===== src/rtl/pxh_pkg.sv =====
// ============================================================================
// pxh_pkg
// Shared types and constants of the proxy handshake parser: parse phases,
// job descriptors passed from the front end to the back end, and result
// records.
// ============================================================================
package pxh_pkg;

    // protocol constants
    localparam logic [7:0] SOCKS_VER      = 8'd5;
    localparam logic [7:0] CMD_CONNECT    = 8'd1;
    localparam logic [7:0] CMD_ASSOCIATE  = 8'd3;
    localparam logic [7:0] WIRE_IPV4      = 8'd1;
    localparam logic [7:0] WIRE_DOMAIN    = 8'd3;
    localparam logic [7:0] WIRE_IPV6      = 8'd4;
    localparam logic [7:0] REP_UNREACH    = 8'd4;

    // number of stored target address bytes
    localparam int ADDR_BYTES = 16;
    localparam int ADDR_IDX_W = $clog2(ADDR_BYTES);

    // reported address type
    localparam logic [1:0] AT_IPV4   = 2'd0;
    localparam logic [1:0] AT_DOMAIN = 2'd1;
    localparam logic [1:0] AT_IPV6   = 2'd2;

    // close causes
    localparam logic [2:0] ERR_HEADER   = 3'd0;
    localparam logic [2:0] ERR_COMMAND  = 3'd1;
    localparam logic [2:0] ERR_ATYP     = 3'd2;
    localparam logic [2:0] ERR_DLEN     = 3'd3;
    localparam logic [2:0] ERR_FAMILY   = 3'd4;
    localparam logic [2:0] ERR_UPSTREAM = 3'd5;

    // input operations
    typedef enum logic [1:0] {
        OP_BYTE = 2'd0,
        OP_UP   = 2'd1,
        OP_DOWN = 2'd2
    } t_op;

    // result kinds
    typedef enum logic [2:0] {
        K_REPLY   = 3'd0,
        K_ADDR    = 3'd1,
        K_DONE    = 3'd2,
        K_PAYLOAD = 3'd3,
        K_CLOSE   = 3'd4,
        K_DROP    = 3'd5
    } t_kind;

    // parse phases
    typedef enum logic [2:0] {
        PH_GREET    = 3'd0,
        PH_METHODS  = 3'd1,
        PH_REQUEST  = 3'd2,
        PH_ATYP     = 3'd3,
        PH_DLEN     = 3'd4,
        PH_ADDR     = 3'd5,
        PH_PORT     = 3'd6,
        PH_UPSTREAM = 3'd7
    } t_phase;

    // job types handed to the back end
    typedef enum logic [2:0] {
        J_SINGLE   = 3'd0,
        J_GREET_OK = 3'd1,
        J_REQ_DONE = 3'd2,
        J_ESTAB    = 3'd3,
        J_UP_CLOSE = 3'd4
    } t_job_type;

    typedef struct packed {
        t_job_type  jtype;
        t_kind      kind;   // single jobs only
        logic [7:0] data;   // single jobs only
        logic [2:0] err;    // single close jobs only
        logic       flag;   // upstream close: send unreachable reply first
    } t_job;

    // parsed request, stable once the request is complete
    typedef struct packed {
        logic        associate;
        logic [1:0]  kind;
        logic [7:0]  length;
        logic [15:0] port;
    } t_target;

    typedef struct packed {
        t_kind       kind;
        logic [7:0]  data;
        logic        command;
        logic [1:0]  atyp;
        logic [7:0]  alen;
        logic [15:0] port;
        logic [2:0]  err;
        logic        last;
    } t_result;

endpackage


===== src/rtl/proxy_handshake_parser.sv =====
// ============================================================================
// proxy_handshake_parser
// Server side of a SOCKS5 handshake: parses client bytes and upstream events
// and produces reply, address, request-done, payload and close records.
// ============================================================================
// Input stream: tuser[1:0] is the event (client byte, upstream established,
// upstream closed), tdata[7:0] the client byte. An event is taken whenever
// the job queue has room, one per cycle.
// Output stream: one result record per transaction; tuser is the record
// kind, tlast marks the final record caused by one input event.
// Each accepted event's job is written into the job queue, and the back end
// loads its first record from the queue head into the registered output
// stage. Unless the output stalls, single-record events run at one per cycle
// and reply bursts at one record per cycle (up to 23 for associate IPv6);
// input keeps flowing into the job queue until it (QUEUE_DEPTH jobs) is full.
// Reset (synchronous, active low) returns to the greeting state and clears
// the client port register; stored address bytes are not cleared.
// A stall on the output holds the current record and, once the queue is
// full, holds off the input. Once the connection is closed, events are
// accepted and discarded until reset.
// Configuration: i_cfg_we writes the client port used in the IPv4 associate
// reply; write it while the block is idle.
// ============================================================================
module proxy_handshake_parser #(
    parameter int QUEUE_DEPTH = 4
) (
    input  logic        i_clk,
    input  logic        i_rst_n,
    // configuration
    input  logic        i_cfg_we,
    input  logic [15:0] i_cfg_data,     // client_port
    // input stream
    input  logic        i_s_tvalid,
    output logic        o_s_tready,
    input  logic [7:0]  i_s_tdata,      // [7:0] data_byte
    input  logic [1:0]  i_s_tuser,      // [1:0] operation
    // output stream
    output logic        o_m_tvalid,
    input  logic        i_m_tready,
    output logic [39:0] o_m_tdata,      // [7:0] out_byte, [8] command,
                                        // [10:9] target_type,
                                        // [18:11] address_length,
                                        // [34:19] dest_port,
                                        // [37:35] error_code, [39:38] zero
    output logic [2:0]  o_m_tuser,      // [2:0] kind
    output logic        o_m_tlast       // last
);
    import pxh_pkg::*;

    logic                  accept;
    logic                  push;
    t_job                  job;
    t_job                  head;
    logic                  q_empty;
    logic                  q_full;
    logic                  pop;
    t_target               target;
    logic [ADDR_IDX_W-1:0] addr_idx;
    logic [7:0]            addr_byte;
    t_result               result;

    assign o_s_tready = !q_full;
    assign accept     = i_s_tvalid && !q_full;

    // parse front end
    pxh_front u_front (
        .i_clk       (i_clk),
        .i_rst_n     (i_rst_n),
        .i_accept    (accept),
        .i_op        (i_s_tuser),
        .i_byte      (i_s_tdata),
        .o_push      (push),
        .o_job       (job),
        .o_target    (target),
        .i_addr_idx  (addr_idx),
        .o_addr_byte (addr_byte)
    );

    // job queue
    pxh_queue #(
        .DEPTH (QUEUE_DEPTH)
    ) u_queue (
        .i_clk   (i_clk),
        .i_rst_n (i_rst_n),
        .i_push  (push),
        .i_job   (job),
        .i_pop   (pop),
        .o_head  (head),
        .o_empty (q_empty),
        .o_full  (q_full)
    );

    // record back end
    pxh_back u_back (
        .i_clk       (i_clk),
        .i_rst_n     (i_rst_n),
        .i_cfg_we    (i_cfg_we),
        .i_cfg_data  (i_cfg_data),
        .i_head      (head),
        .i_empty     (q_empty),
        .o_pop       (pop),
        .i_target    (target),
        .o_addr_idx  (addr_idx),
        .i_addr_byte (addr_byte),
        .o_valid     (o_m_tvalid),
        .i_ready     (i_m_tready),
        .o_result    (result)
    );

    // output packing
    assign o_m_tdata = {2'b00, result.err, result.port, result.alen,
                        result.atyp, result.command, result.data};
    assign o_m_tuser = result.kind;
    assign o_m_tlast = result.last;

endmodule


===== src/rtl/pxh_front.sv =====
// ============================================================================
// pxh_front
// Front end: accepts one event per cycle unless the queue is full, walks the
// handshake state, stores the target address, pushes a job per result event.
// ============================================================================
module pxh_front (
    input  logic                         i_clk,
    input  logic                         i_rst_n,
    input  logic                         i_accept,
    input  logic [1:0]                   i_op,
    input  logic [7:0]                   i_byte,
    output logic                         o_push,
    output pxh_pkg::t_job                o_job,
    output pxh_pkg::t_target             o_target,
    input  logic [pxh_pkg::ADDR_IDX_W-1:0] i_addr_idx,
    output logic [7:0]                   o_addr_byte
);
    import pxh_pkg::*;

    t_phase      r_phase,      n_phase;
    logic [7:0]  r_bytes_left, n_bytes_left;
    logic [1:0]  r_hdr_idx,    n_hdr_idx;
    logic        r_hdr_bad,    n_hdr_bad;
    logic        r_assoc,      n_assoc;
    logic [1:0]  r_tkind,      n_tkind;
    logic [7:0]  r_tlen,       n_tlen;
    logic [15:0] r_tport,      n_tport;
    logic        r_req_sent,   n_req_sent;
    logic        r_up,         n_up;
    logic        r_closed,     n_closed;
    logic [7:0]  r_addr [ADDR_BYTES];
    logic        addr_we;
    logic [7:0]  bytes_dec;

    assign bytes_dec = r_bytes_left - 8'd1;

    // parse state and job generation
    always_comb begin
        n_phase      = r_phase;
        n_bytes_left = r_bytes_left;
        n_hdr_idx    = r_hdr_idx;
        n_hdr_bad    = r_hdr_bad;
        n_assoc      = r_assoc;
        n_tkind      = r_tkind;
        n_tlen       = r_tlen;
        n_tport      = r_tport;
        n_req_sent   = r_req_sent;
        n_up         = r_up;
        n_closed     = r_closed;
        addr_we      = 1'b0;
        o_push       = 1'b0;
        o_job        = '0;
        o_job.jtype  = J_SINGLE;
        o_job.kind   = K_CLOSE;
        if (i_accept && !r_closed) begin
            case (i_op)
                OP_BYTE: begin
                    case (r_phase)
                        PH_GREET: begin
                            if (r_hdr_idx == 2'd0) begin
                                n_hdr_bad = (i_byte != SOCKS_VER);
                                n_hdr_idx = 2'd1;
                            end else if (r_hdr_bad || i_byte == 8'd0) begin
                                o_push    = 1'b1;
                                o_job.err = ERR_HEADER;
                                n_closed  = 1'b1;
                            end else begin
                                n_bytes_left = i_byte;
                                n_phase      = PH_METHODS;
                            end
                        end
                        PH_METHODS: begin
                            n_bytes_left = bytes_dec;
                            if (bytes_dec == 8'd0) begin
                                o_push      = 1'b1;
                                o_job.jtype = J_GREET_OK;
                                n_phase     = PH_REQUEST;
                                n_hdr_idx   = 2'd0;
                                n_hdr_bad   = 1'b0;
                            end
                        end
                        PH_REQUEST: begin
                            if (r_hdr_idx == 2'd0) begin
                                n_hdr_bad = (i_byte != SOCKS_VER);
                                n_hdr_idx = 2'd1;
                            end else if (r_hdr_idx == 2'd1) begin
                                if (i_byte == CMD_CONNECT) begin
                                    n_assoc = 1'b0;
                                end else if (i_byte == CMD_ASSOCIATE) begin
                                    n_assoc = 1'b1;
                                end else begin
                                    n_hdr_bad = 1'b1;
                                end
                                n_hdr_idx = 2'd2;
                            end else if (r_hdr_bad) begin
                                o_push    = 1'b1;
                                o_job.err = ERR_COMMAND;
                                n_closed  = 1'b1;
                            end else begin
                                n_phase = PH_ATYP;
                            end
                        end
                        PH_ATYP: begin
                            n_tlen = 8'd0;
                            if (i_byte == WIRE_IPV4) begin
                                n_tkind      = AT_IPV4;
                                n_bytes_left = 8'd4;
                                n_phase      = PH_ADDR;
                            end else if (i_byte == WIRE_DOMAIN) begin
                                n_tkind = AT_DOMAIN;
                                n_phase = PH_DLEN;
                            end else if (i_byte == WIRE_IPV6) begin
                                n_tkind      = AT_IPV6;
                                n_bytes_left = 8'd16;
                                n_phase      = PH_ADDR;
                            end else begin
                                o_push    = 1'b1;
                                o_job.err = ERR_ATYP;
                                n_closed  = 1'b1;
                            end
                        end
                        PH_DLEN: begin
                            if (i_byte == 8'd0) begin
                                o_push    = 1'b1;
                                o_job.err = ERR_DLEN;
                                n_closed  = 1'b1;
                            end else begin
                                n_bytes_left = i_byte;
                                n_phase      = PH_ADDR;
                            end
                        end
                        PH_ADDR: begin
                            o_push       = 1'b1;
                            o_job.kind   = K_ADDR;
                            o_job.data   = i_byte;
                            addr_we      = (r_tlen < 8'(ADDR_BYTES));
                            n_tlen       = r_tlen + 8'd1;
                            n_bytes_left = bytes_dec;
                            if (bytes_dec == 8'd0) begin
                                n_phase   = PH_PORT;
                                n_hdr_idx = 2'd0;
                            end
                        end
                        PH_PORT: begin
                            if (r_hdr_idx == 2'd0) begin
                                n_tport   = {i_byte, 8'd0};
                                n_hdr_idx = 2'd1;
                            end else begin
                                n_tport     = {r_tport[15:8], i_byte};
                                n_phase     = PH_UPSTREAM;
                                o_push      = 1'b1;
                                o_job.jtype = J_REQ_DONE;
                                if (!r_assoc) begin
                                    n_req_sent = 1'b1;
                                end else if (r_tkind == AT_DOMAIN) begin
                                    n_closed = 1'b1;
                                end
                            end
                        end
                        PH_UPSTREAM: begin
                            o_push     = 1'b1;
                            o_job.kind = r_assoc ? K_DROP : K_PAYLOAD;
                            o_job.data = i_byte;
                        end
                        default: begin
                        end
                    endcase
                end
                OP_UP: begin
                    n_up = 1'b1;
                    if (r_req_sent) begin
                        o_push      = 1'b1;
                        o_job.jtype = J_ESTAB;
                        if (r_tkind == AT_DOMAIN) begin
                            n_closed = 1'b1;
                        end
                    end
                end
                OP_DOWN: begin
                    o_push      = 1'b1;
                    o_job.jtype = J_UP_CLOSE;
                    o_job.flag  = r_req_sent && !r_up;
                    n_closed    = 1'b1;
                end
                default: begin
                end
            endcase
        end
    end

    // control state
    always_ff @(posedge i_clk) begin
        if (!i_rst_n) begin
            r_phase      <= PH_GREET;
            r_bytes_left <= 8'd2;
            r_hdr_idx    <= 2'd0;
            r_hdr_bad    <= 1'b0;
            r_assoc      <= 1'b0;
            r_tkind      <= AT_IPV4;
            r_tlen       <= 8'd0;
            r_tport      <= 16'd0;
            r_req_sent   <= 1'b0;
            r_up         <= 1'b0;
            r_closed     <= 1'b0;
        end else begin
            r_phase      <= n_phase;
            r_bytes_left <= n_bytes_left;
            r_hdr_idx    <= n_hdr_idx;
            r_hdr_bad    <= n_hdr_bad;
            r_assoc      <= n_assoc;
            r_tkind      <= n_tkind;
            r_tlen       <= n_tlen;
            r_tport      <= n_tport;
            r_req_sent   <= n_req_sent;
            r_up         <= n_up;
            r_closed     <= n_closed;
        end
    end

    // target address store, first bytes only
    always_ff @(posedge i_clk) begin
        if (addr_we) begin
            r_addr[r_tlen[ADDR_IDX_W-1:0]] <= i_byte;
        end
    end

    assign o_addr_byte        = r_addr[i_addr_idx];
    assign o_target.associate = r_assoc;
    assign o_target.kind      = r_tkind;
    assign o_target.length    = r_tlen;
    assign o_target.port      = r_tport;

endmodule


===== src/rtl/pxh_queue.sv =====
// ============================================================================
// pxh_queue
// Small job queue between the front end and the back end, so that a stall on
// either side holds up the other only once the queue is full or empty.
// ============================================================================
module pxh_queue #(
    parameter int DEPTH = 4
) (
    input  logic            i_clk,
    input  logic            i_rst_n,
    input  logic            i_push,
    input  pxh_pkg::t_job   i_job,
    input  logic            i_pop,
    output pxh_pkg::t_job   o_head,
    output logic            o_empty,
    output logic            o_full
);
    import pxh_pkg::*;

    localparam int PTR_W = (DEPTH > 1) ? $clog2(DEPTH) : 1;
    localparam int CNT_W = $clog2(DEPTH + 1);
    localparam logic [PTR_W-1:0] PTR_LAST = PTR_W'(DEPTH - 1);

    t_job             r_mem [DEPTH];
    logic [PTR_W-1:0] r_wr_ptr, n_wr_ptr;
    logic [PTR_W-1:0] r_rd_ptr, n_rd_ptr;
    logic [CNT_W-1:0] r_count,  n_count;
    logic             do_push;
    logic             do_pop;

    assign o_empty = (r_count == '0);
    assign o_full  = (r_count == CNT_W'(DEPTH));
    assign do_push = i_push && !o_full;
    assign do_pop  = i_pop && !o_empty;
    assign o_head  = r_mem[r_rd_ptr];

    // pointer and fill count
    always_comb begin
        n_wr_ptr = r_wr_ptr;
        n_rd_ptr = r_rd_ptr;
        n_count  = r_count;
        if (do_push) begin
            n_wr_ptr = (r_wr_ptr == PTR_LAST) ? '0 : r_wr_ptr + 1'b1;
        end
        if (do_pop) begin
            n_rd_ptr = (r_rd_ptr == PTR_LAST) ? '0 : r_rd_ptr + 1'b1;
        end
        if (do_push && !do_pop) begin
            n_count = r_count + 1'b1;
        end else if (do_pop && !do_push) begin
            n_count = r_count - 1'b1;
        end
    end

    always_ff @(posedge i_clk) begin
        if (!i_rst_n) begin
            r_wr_ptr <= '0;
            r_rd_ptr <= '0;
            r_count  <= '0;
        end else begin
            r_wr_ptr <= n_wr_ptr;
            r_rd_ptr <= n_rd_ptr;
            r_count  <= n_count;
        end
    end

    // entry storage
    always_ff @(posedge i_clk) begin
        if (do_push) begin
            r_mem[r_wr_ptr] <= i_job;
        end
    end

endmodule


===== src/rtl/pxh_back.sv =====
// ============================================================================
// pxh_back
// Back end: expands the job at the queue head into result records, one per
// cycle unless the output stalls, into a registered output stage.
// ============================================================================
module pxh_back (
    input  logic                           i_clk,
    input  logic                           i_rst_n,
    input  logic                           i_cfg_we,
    input  logic [15:0]                    i_cfg_data,
    input  pxh_pkg::t_job                  i_head,
    input  logic                           i_empty,
    output logic                           o_pop,
    input  pxh_pkg::t_target               i_target,
    output logic [pxh_pkg::ADDR_IDX_W-1:0] o_addr_idx,
    input  logic [7:0]                     i_addr_byte,
    output logic                           o_valid,
    input  logic                           i_ready,
    output pxh_pkg::t_result               o_result
);
    import pxh_pkg::*;

    logic [15:0] r_client_port;
    logic [4:0]  r_step,  n_step;
    logic        r_valid, n_valid;
    t_result     r_result;
    t_result     res;
    logic        load;
    logic        last_step;
    logic [4:0]  rs;
    logic [4:0]  rep_n;
    logic [4:0]  addr_off;
    logic        is_v6;
    logic        is_dom;
    logic [15:0] rep_port;
    logic [7:0]  rep_byte;
    logic        rep_last;

    // client port register
    always_ff @(posedge i_clk) begin
        if (!i_rst_n) begin
            r_client_port <= 16'd0;
        end else if (i_cfg_we) begin
            r_client_port <= i_cfg_data;
        end
    end

    // success reply byte at reply position rs
    assign is_v6    = (i_target.kind == AT_IPV6);
    assign is_dom   = (i_target.kind == AT_DOMAIN);
    assign rs       = (i_head.jtype == J_REQ_DONE) ? r_step - 5'd1 : r_step;
    assign rep_n    = is_v6 ? 5'd16 : 5'd4;
    assign addr_off = rs - 5'd4;
    assign o_addr_idx = addr_off[ADDR_IDX_W-1:0];
    assign rep_port = (i_head.jtype == J_REQ_DONE && i_target.kind == AT_IPV4) ?
                      r_client_port : i_target.port;
    assign rep_last = (rs == rep_n + 5'd5);

    always_comb begin
        if (rs == 5'd0) begin
            rep_byte = SOCKS_VER;
        end else if (rs == 5'd1 || rs == 5'd2) begin
            rep_byte = 8'd0;
        end else if (rs == 5'd3) begin
            rep_byte = is_v6 ? WIRE_IPV6 : WIRE_IPV4;
        end else if (rs < rep_n + 5'd4) begin
            rep_byte = i_addr_byte;
        end else if (rs == rep_n + 5'd4) begin
            rep_byte = rep_port[15:8];
        end else begin
            rep_byte = rep_port[7:0];
        end
    end

    // result record for the current job step
    always_comb begin
        res       = '0;
        res.kind  = K_REPLY;
        last_step = 1'b1;
        case (i_head.jtype)
            J_SINGLE: begin
                res.kind = i_head.kind;
                res.data = i_head.data;
                res.err  = i_head.err;
            end
            J_GREET_OK: begin
                res.data  = (r_step == 5'd0) ? SOCKS_VER : 8'd0;
                last_step = (r_step == 5'd1);
            end
            J_REQ_DONE: begin
                if (r_step == 5'd0) begin
                    res.kind    = K_DONE;
                    res.command = i_target.associate;
                    res.atyp    = i_target.kind;
                    res.alen    = i_target.length;
                    res.port    = i_target.port;
                    last_step   = !i_target.associate;
                end else if (is_dom) begin
                    res.kind = K_CLOSE;
                    res.err  = ERR_FAMILY;
                end else begin
                    res.data  = rep_byte;
                    last_step = rep_last;
                end
            end
            J_ESTAB: begin
                if (is_dom) begin
                    res.kind = K_CLOSE;
                    res.err  = ERR_FAMILY;
                end else begin
                    res.data  = rep_byte;
                    last_step = rep_last;
                end
            end
            J_UP_CLOSE: begin
                if (i_head.flag && r_step < 5'd10) begin
                    last_step = 1'b0;
                    case (r_step)
                        5'd0:    res.data = SOCKS_VER;
                        5'd1:    res.data = REP_UNREACH;
                        5'd3:    res.data = WIRE_IPV4;
                        default: res.data = 8'd0;
                    endcase
                end else begin
                    res.kind = K_CLOSE;
                    res.err  = ERR_UPSTREAM;
                end
            end
            default: begin
            end
        endcase
        res.last = last_step;
    end

    // output stage and step sequencing
    assign load  = !i_empty && (!r_valid || i_ready);
    assign o_pop = load && last_step;

    always_comb begin
        n_step  = r_step;
        n_valid = r_valid && !i_ready;
        if (load) begin
            n_valid = 1'b1;
            n_step  = last_step ? 5'd0 : r_step + 5'd1;
        end
    end

    always_ff @(posedge i_clk) begin
        if (!i_rst_n) begin
            r_step  <= 5'd0;
            r_valid <= 1'b0;
        end else begin
            r_step  <= n_step;
            r_valid <= n_valid;
        end
    end

    always_ff @(posedge i_clk) begin
        if (load) begin
            r_result <= res;
        end
    end

    assign o_valid  = r_valid;
    assign o_result = r_result;

endmodule


===== config.mk =====
export PLATFORM = sky130hd
export DESIGN_NAME = proxy_handshake_parser
export DESIGN_NICKNAME = d
export VERILOG_FILES = /design/src/rtl/pxh_pkg.sv /design/src/rtl/proxy_handshake_parser.sv /design/src/rtl/pxh_front.sv /design/src/rtl/pxh_queue.sv /design/src/rtl/pxh_back.sv
export SDC_FILE = /design/constraint.sdc
export NUM_CORES = 1
export LEC_CHECK = 0
export ABC_AREA = 1
export ABC_CLOCK_PERIOD_IN_PS = 3800
export BUFFER_PORTS_ARGS = -buffer_cell sky130_fd_sc_hd__buf_2
export CORE_UTILIZATION = 50
export CTS_BUF_LIST = sky130_fd_sc_hd__clkbuf_4 sky130_fd_sc_hd__clkbuf_8
export DETAILED_ROUTE_END_ITERATION = 7
export GPL_TIMING_DRIVEN = 0
export PLACE_DENSITY = 0.72
export SYNTH_ARGS = -nofsm -noshare
export SYNTH_HDL_FRONTEND = slang
export SYNTH_SLANG_ARGS = --single-unit

===== constraint.sdc =====
create_clock -name i_clk -period 3.8 [get_ports i_clk]
set_input_delay 0 -clock i_clk [delete_from_list [all_inputs] [get_ports i_clk]]
set_output_delay 0 -clock i_clk [all_outputs]
set_load 0.03 [all_outputs]

==> results of run 1 <==
[timing repair]
action,4_1_cts,5_1_grt
hold endpoints to repair,179,0
pin swaps,8,12
resized for setup,11,16
setup buffers,8,6
cloned,0,0
hold buffers,42,0
endpoints found under the setup margin,2,2
[final cells by class]
cell class	instances	area, um^2
clock buffer	72	866
tap	378	473
sequential	313	8650
buffer	48	246
clock inverter	16	143
inverter	167	637
multi-input combinational	909	4700
timing repair buffer	134	973
fill	2320	11100
[critical path, cell delays in order, from the launching register on]
cell and delay (ns):
dfxtp_2 0.33, buf_6 0.13, inv_4 0.05, nand2_1 0.06
nand3_2 0.09, nand2_4 0.13, nand3_4 0.09, nor2_4 0.17
nand2_2 0.08, xor2_2 0.20, inv_1 0.11, ha_4 0.28
nand2_1 0.06, inv_1 0.06, nand2_1 0.05, inv_1 0.08
nand2_2 0.09, nand2_2 0.11, nand4_1 0.15, nand3b_4 0.14
nand2_4 0.08, ha_4 0.17, inv_2 0.07, fa_2 0.41
o21ai_0 0.17, a21oi_1 0.06
[state kept, by name, summed over array words and instances (netlist names), named ones only]
signal and cells:
u_queue.r_wr_ptr 2, u_front.r_tlen 8, u_front.r_bytes_left 8, u_front.r_tport 16, u_back.o_result 42, u_front.r_phase 3
u_front.r_assoc 1, u_queue.r_rd_ptr 2, u_front.r_hdr_bad 1, u_queue.r_count 3, u_front.r_req_sent 1, u_back.o_valid 1
u_front.r_closed 1, u_front.r_tkind 2, u_queue.r_mem 68, u_back.r_step 5, u_front.r_up 1, u_front.r_addr 128
u_back.r_client_port 16, u_front.r_hdr_idx 2
[how the worst max path moves through the flow]
stage | start | endpoint | slack [ns] | cells after the start
global route | flip-flop | u_queue.r_count[2] | -0.001 | 29
detailed placement | flip-flop | u_queue.r_count[2] | -0.45 | 25
global placement | flip-flop | u_queue.r_count[2] | -0.46 | 25
finish | flip-flop | u_queue.r_count[1] | 0.25 | 25
floorplan | flip-flop | u_queue.r_count[2] | 0.30 | 25
CTS | flip-flop | u_queue.r_count[2] | 0.03 | 28
[cells by family (layout without fill, tap and decap cells)]
kind of cell               Yosys count  count (layout)  share of synthesized area
buffers and inverters              215             437                     0.0623
other                                1               2                   0.000266
xor gates and xnor gates            12              12                    0.00879
AOI/OAI and AO/OA                  226             226                     0.0932
DFF                                313             313                      0.614
and+or+nand+nor                    644             644                      0.199
adders and majority gates           25              25                     0.0227
[per-layer routing]
metal / global-route usage / vias to the layer above / share of wire
li1: - / 5260 / -
met1: 0.358 / 5222 / 0.43
met2: 0.406 / 494 / 0.46
met3: 0.0491 / 71 / 0.088
met4: 0.0944 / 0 / 0.027
met5: 0 / - / 0
[layout by cell type, fill, tap and decap left out, types with 12 or more instances in the layout]
cell and instances:
a21oi_1 52, inv_1 158, clkbuf_8 52, clkbuf_4 20
or2_0 12, nand3_1 91, o211ai_1 12, buf_4 18
dfxtp_1 73, clkbuf_1 23, o22ai_1 26, nand2_1 248
nand4_1 22, edfxtp_1 238, ha_1 22, nor3_1 13
nor2_1 212, buf_2 88, o21ai_0 99, dlygate4sd3_1 42
[power breakdown]
group	internal [mW]	switching, mW	total (mW)
Sequential	4.07	0.111	4.18
Combinational	1.22	2.79	4.01
Clock	1.61	1.30	2.91
Total	6.89	4.20	11.1
==> flow_metrics.py, run 1 <==
metrics = {
    "routing": {
        "wl_per_cell_um": 18.1,
        "first_pass_iters": 5,
        "routed-via-count": 11000,
        "drc_errors": 0,
        "drt-vias-per-instance": 5.42,
        "drtAntennaViolNets": 0,
        "drt_iter0_drc": 1048,
        "routed_wl_mm": 36.8,
    },
    "worst_setup_path": {
        "rr_worst_depth": 25,
        "cp_max_fo": 8,
        "critical_path_class": "reg -> reg",
        "end_kind": "flip-flop",
        "ff2ff_setup_slack_ns": 0.25,
        "startpoint_type": "flip-flop",
        "cp_data_arrival_time_ns": 4.01,
        "cp.required_ns": 4.26,
        "worstReg2RegEnd": "u_queue.r_count[1]",
    },
    "clock_tree": {
        "numCtsBuffers": 48,
        "clockBufferDepth": 3,
        "clock-sinks": 313,
        "clk_pin_slew_ns": 0.07,
        "clock_latency_ns": 0.58,
        "cts.htree.levels": 2,
        "cts_tree": "yes",
        "clockRootBuffer": "clkbuf_8",
    },
    "power": {
        "p_leak_nw": 6.56,
        "p_per_area_nw_per_um2": 665,
        "ir_drop_v": 0.000617,
        "report.power.total_mw": 11.1,
    },
    "synth": {
        "yosysSeqAreaShare": 0.614,
        "synth_common_cells": "252 x nand2_1, 238 x edfxtp_1, 218 x nor2_1",
        "synth-edff-count": 238,
        "ys_warn_count": 0,
        "synth_most_common_cell": "nand2_1",
        "synth_top_area_frac": 0.507,
        "synth.area.top_cells": "edfxtp_1 51%, dfxtp_1 11%, nand2_1 6.7%",
        "ys_seq_elements": 313,
        "synth_top_cell_by_area": "edfxtp_1",
        "yosysUniqueCellTypes": 56,
        "synthCells": 1436,
        "async_flop_share": 0,
        "avgSynthCellArea_um2": 9.81,
        "synth_area_um2": 14100,
        "synth-main-ff-cell": "edfxtp_1",
    },
    "cells_and_area": {
        "final_cell_area_um2": 16700,
        "diodes": 0,
        "fin_util": 0.601,
        "fin_cells": 2037,
        "layout-drive-gt1-share": 0.155,
        "area_growth_syn_to_layout_pct": 18.4,
        "final_nets": 1677,
    },
    "placed_design": {
        "place_congestion": 0.902,
        "dp_hpwl_mm": 25.3,
        "dp_slack_ns": -0.451,
        "placed_cell_area_um2": 15000,
        "dp.cells": 1893,
        "io_buffer_count": 74,
    },
    "die": {
        "fp-row-count": 61,
        "ioPinCount": 77,
        "dieWidth_um": 170,
        "core_area_um2": 27800,
        "die_h_um": 170,
        "dieArea_um2": 28900,
        "initial_core_util": 0.507,
    },
    "sta": {
        "max_freq_mhz": 282,
        "slew_violations": 0,
        "max_slew_margin": 0.361,
        "fin_setup_tns_ns": 0,
        "hold-worst-slack_ns": 0.0849,
        "worst_slew_pin_slew_ns": 0.954,
        "final-setup-viol-count": 0,
        "fin_ws_ns": 0.249,
        "skew_ns": 0.0271,
        "post-route-min-period_ns": 3.55,
        "timing.final.crit_share": 0.935,
        "hold_viol": 0,
    },
    "grt": {
        "grt_pass1_vias": 10600,
        "grt_antenna_before_repair": 0,
        "track_usage": 0.259,
        "grt_pass1_wl_mm": 56.7,
        "grt_max_degree": 32,
        "globalRouteOverflowTotal": 0,
    },
    "job": {
        "drv_cap": 0,
    },
    "min_path": {
        "hold_depth": 4,
        "min_to": "u_back.r_client_port[10]",
        "hp-class": "in -> reg",
        "min_from": "i_cfg_we",
    },
    "outcome": {
        "outcome": "finished, final reports clean",
    },
}
Note: power is estimated with default switching activity, not from simulation.
==> inputs of run 2 (changes only) <==
--- a/config.mk
+++ b/config.mk
@@ -6,13 +6,13 @@
 export NUM_CORES = 1
 export LEC_CHECK = 0
 export ABC_AREA = 1
-export ABC_CLOCK_PERIOD_IN_PS = 3800
+export ABC_CLOCK_PERIOD_IN_PS = 3900
 export BUFFER_PORTS_ARGS = -buffer_cell sky130_fd_sc_hd__buf_2
 export CORE_UTILIZATION = 50
 export CTS_BUF_LIST = sky130_fd_sc_hd__clkbuf_4 sky130_fd_sc_hd__clkbuf_8
 export DETAILED_ROUTE_END_ITERATION = 7
-export GPL_TIMING_DRIVEN = 0
-export PLACE_DENSITY = 0.72
+export GPL_TIMING_DRIVEN = 1
+export PLACE_DENSITY = 0.69
 export SYNTH_ARGS = -nofsm -noshare
 export SYNTH_HDL_FRONTEND = slang
 export SYNTH_SLANG_ARGS = --single-unit
==> constraint.sdc (replaced) <==
create_clock -name i_clk -period 3.9 [get_ports i_clk]
set_input_delay 0 -clock i_clk [delete_from_list [all_inputs] [get_ports i_clk]]
set_output_delay 0 -clock i_clk [all_outputs]
set_load 0.03 [all_outputs]
==> run 2 against run 1 <==
- highest routed layer unchanged
- worst hold slack worse by 0.046 ns
- largest cell class unchanged
- via count decreased by 1.8%
- non-clock buffer count is 25 lower
- clock skew down 0.0080 ns
- largest power group unchanged
- setup slack gained 0.030 ns
==> flow_metrics.py, run 2 (synthesis results as in run 1) <==
metrics = {
    "routing": {
        "routed-via-count": 10800,
        "first_pass_iters": 6,
        "drtAntennaViolNets": 0,
        "wl_per_cell_um": 18.1,
        "drt-vias-per-instance": 5.39,
        "drc_errors": 0,
        "routed_wl_mm": 36.5,
        "drt_iter0_drc": 1061,
    },
    "clock_tree": {
        "clock_latency_ns": 0.58,
        "numCtsBuffers": 49,
        "clk_pin_slew_ns": 0.06,
        "cts_tree": "yes",
        "clockRootBuffer": "clkbuf_8",
        "cts.htree.levels": 2,
        "clock-sinks": 313,
        "clockBufferDepth": 3,
    },
    "sta": {
        "post-route-min-period_ns": 3.62,
        "timing.final.crit_share": 0.929,
        "hold_viol": 0,
        "max_freq_mhz": 276,
        "hold-worst-slack_ns": 0.0390,
        "skew_ns": 0.0191,
        "fin_setup_tns_ns": 0,
        "fin_ws_ns": 0.279,
        "final-setup-viol-count": 0,
        "max_slew_margin": 0.353,
        "worst_slew_pin_slew_ns": 0.970,
        "slew_violations": 0,
    },
    "cells_and_area": {
        "final_cell_mix": "251 x nand2_1, 238 x edfxtp_1, 217 x nor2_1",
        "final_nets": 1653,
        "layout_commonest_cell": "nand2_1",
        "diodes": 0,
        "final_cell_area_um2": 16500,
        "layout-drive-gt1-share": 0.144,
        "fin_util": 0.593,
        "largest_reg_flops": 128,
        "fin_cells": 2012,
        "area_growth_syn_to_layout_pct": 16.9,
    },
    "placed_design": {
        "io_buffer_count": 74,
        "dp_hpwl_mm": 24.5,
        "place_congestion": 0.922,
        "dp_slack_ns": -0.0749,
        "dp.cells": 1872,
        "placed_cell_area_um2": 14900,
    },
    "die": {
        "dieArea_um2": 28900,
        "fp-row-count": 61,
        "core_area_um2": 27800,
        "dieWidth_um": 170,
        "die_h_um": 170,
        "ioPinCount": 77,
        "initial_core_util": 0.507,
    },
    "power": {
        "report.power.total_mw": 10.5,
        "ir_drop_v": 0.000394,
        "p_per_area_nw_per_um2": 638,
        "p_leak_nw": 6.51,
    },
    "grt": {
        "grt_pass1_wl_mm": 56.2,
        "grt_pass1_vias": 10000,
        "track_usage": 0.257,
        "grt_max_degree": 50,
        "globalRouteOverflowTotal": 0,
        "grt.busiest_layer": "met2",
        "grt_util_met3": 0.0347,
        "grtUsageMet2": 0.403,
        "grt_antenna_before_repair": 0,
        "met1_usage": 0.374,
    },
    "worst_setup_path": {
        "end_kind": "flip-flop",
        "critical_path_class": "reg -> reg",
        "startpoint_type": "flip-flop",
        "cp_data_arrival_time_ns": 4.12,
        "cp.required_ns": 4.40,
        "cp_max_fo": 7,
    },
    "min_path": {
        "hp-class": "in -> reg",
    },
    "outcome": {
        "outcome": "finished, final reports clean",
    },
    "job": {
        "drv_cap": 0,
    },
}
==> run 2: path summary, 6_finish.rpt <==
path	startpoint	cells past startpoint	slack [ns]	end
worst min register to register	u_front.r_up	2	0.46	u_front.r_up
worst max-delay path	flip-flop	26	0.28	u_queue.r_count[2]
worst min-delay path	i_s_tuser[1]	4	0.04	u_queue.r_mem[2][17]
worst max register to register	flip-flop	26	0.28	u_queue.r_count[2]
==> run 2: area by class of cell <==
| type | instances | area (um^2) |
|---|---|---|
| Fill cell | 2361 | 11300 |
| Sequential cell | 313 | 8650 |
| Multi-Input combinational cell | 909 | 4620 |
| Timing Repair Buffer | 157 | 1100 |
| Clock buffer | 73 | 892 |
| Inverter | 167 | 644 |
| Tap cell | 378 | 473 |
| Clock inverter | 15 | 90.1 |
==> run 2: what timing repair did <==
action	4_1_cts	5_1_grt
endpoints found under the setup margin	1	2
buffers inserted	0	8
pin swaps	0	4
hold endpoints to repair	160	0
gates cloned	0	0
hold buffers	44	0
gates resized for setup	1	17
==> run 2: critical path: stages, from the launching register on <==
cell and delay, ns:
dfxtp_4 0.38, buf_4 0.17, nand2_1 0.08, nand3_2 0.09, nand2_4 0.10, nand4_2 0.09, nor2_1 0.13, xor2_1 0.20
inv_1 0.06, ha_1 0.28, nand2_2 0.09, inv_1 0.04, nand2_1 0.07, inv_1 0.06, nand2_1 0.08, nand2_1 0.09
o21ai_2 0.19, nand3b_4 0.13, nand2_4 0.10, ha_1 0.15, inv_1 0.07, fa_1 0.44, nor2_1 0.12, nor2_1 0.04
nand2_1 0.07, o21ai_0 0.07, a21oi_1 0.15
==> run 2: power breakdown <==
group	total (mW)	internal [mW]	switching, mW
clock	2.75	1.47	1.28
sequential	4.09	3.97	0.125
combinational	3.67	1.07	2.60
==> run 2: per-layer routing <==
| layer | part of all wire | up-vias |
|---|---|---|
| li1 | - | 5215 |
| met1 | 0.45 | 5145 |
| met2 | 0.46 | 427 |
| met3 | 0.067 | 57 |
| met4 | 0.021 | 0 |
| met5 | 0 | - |
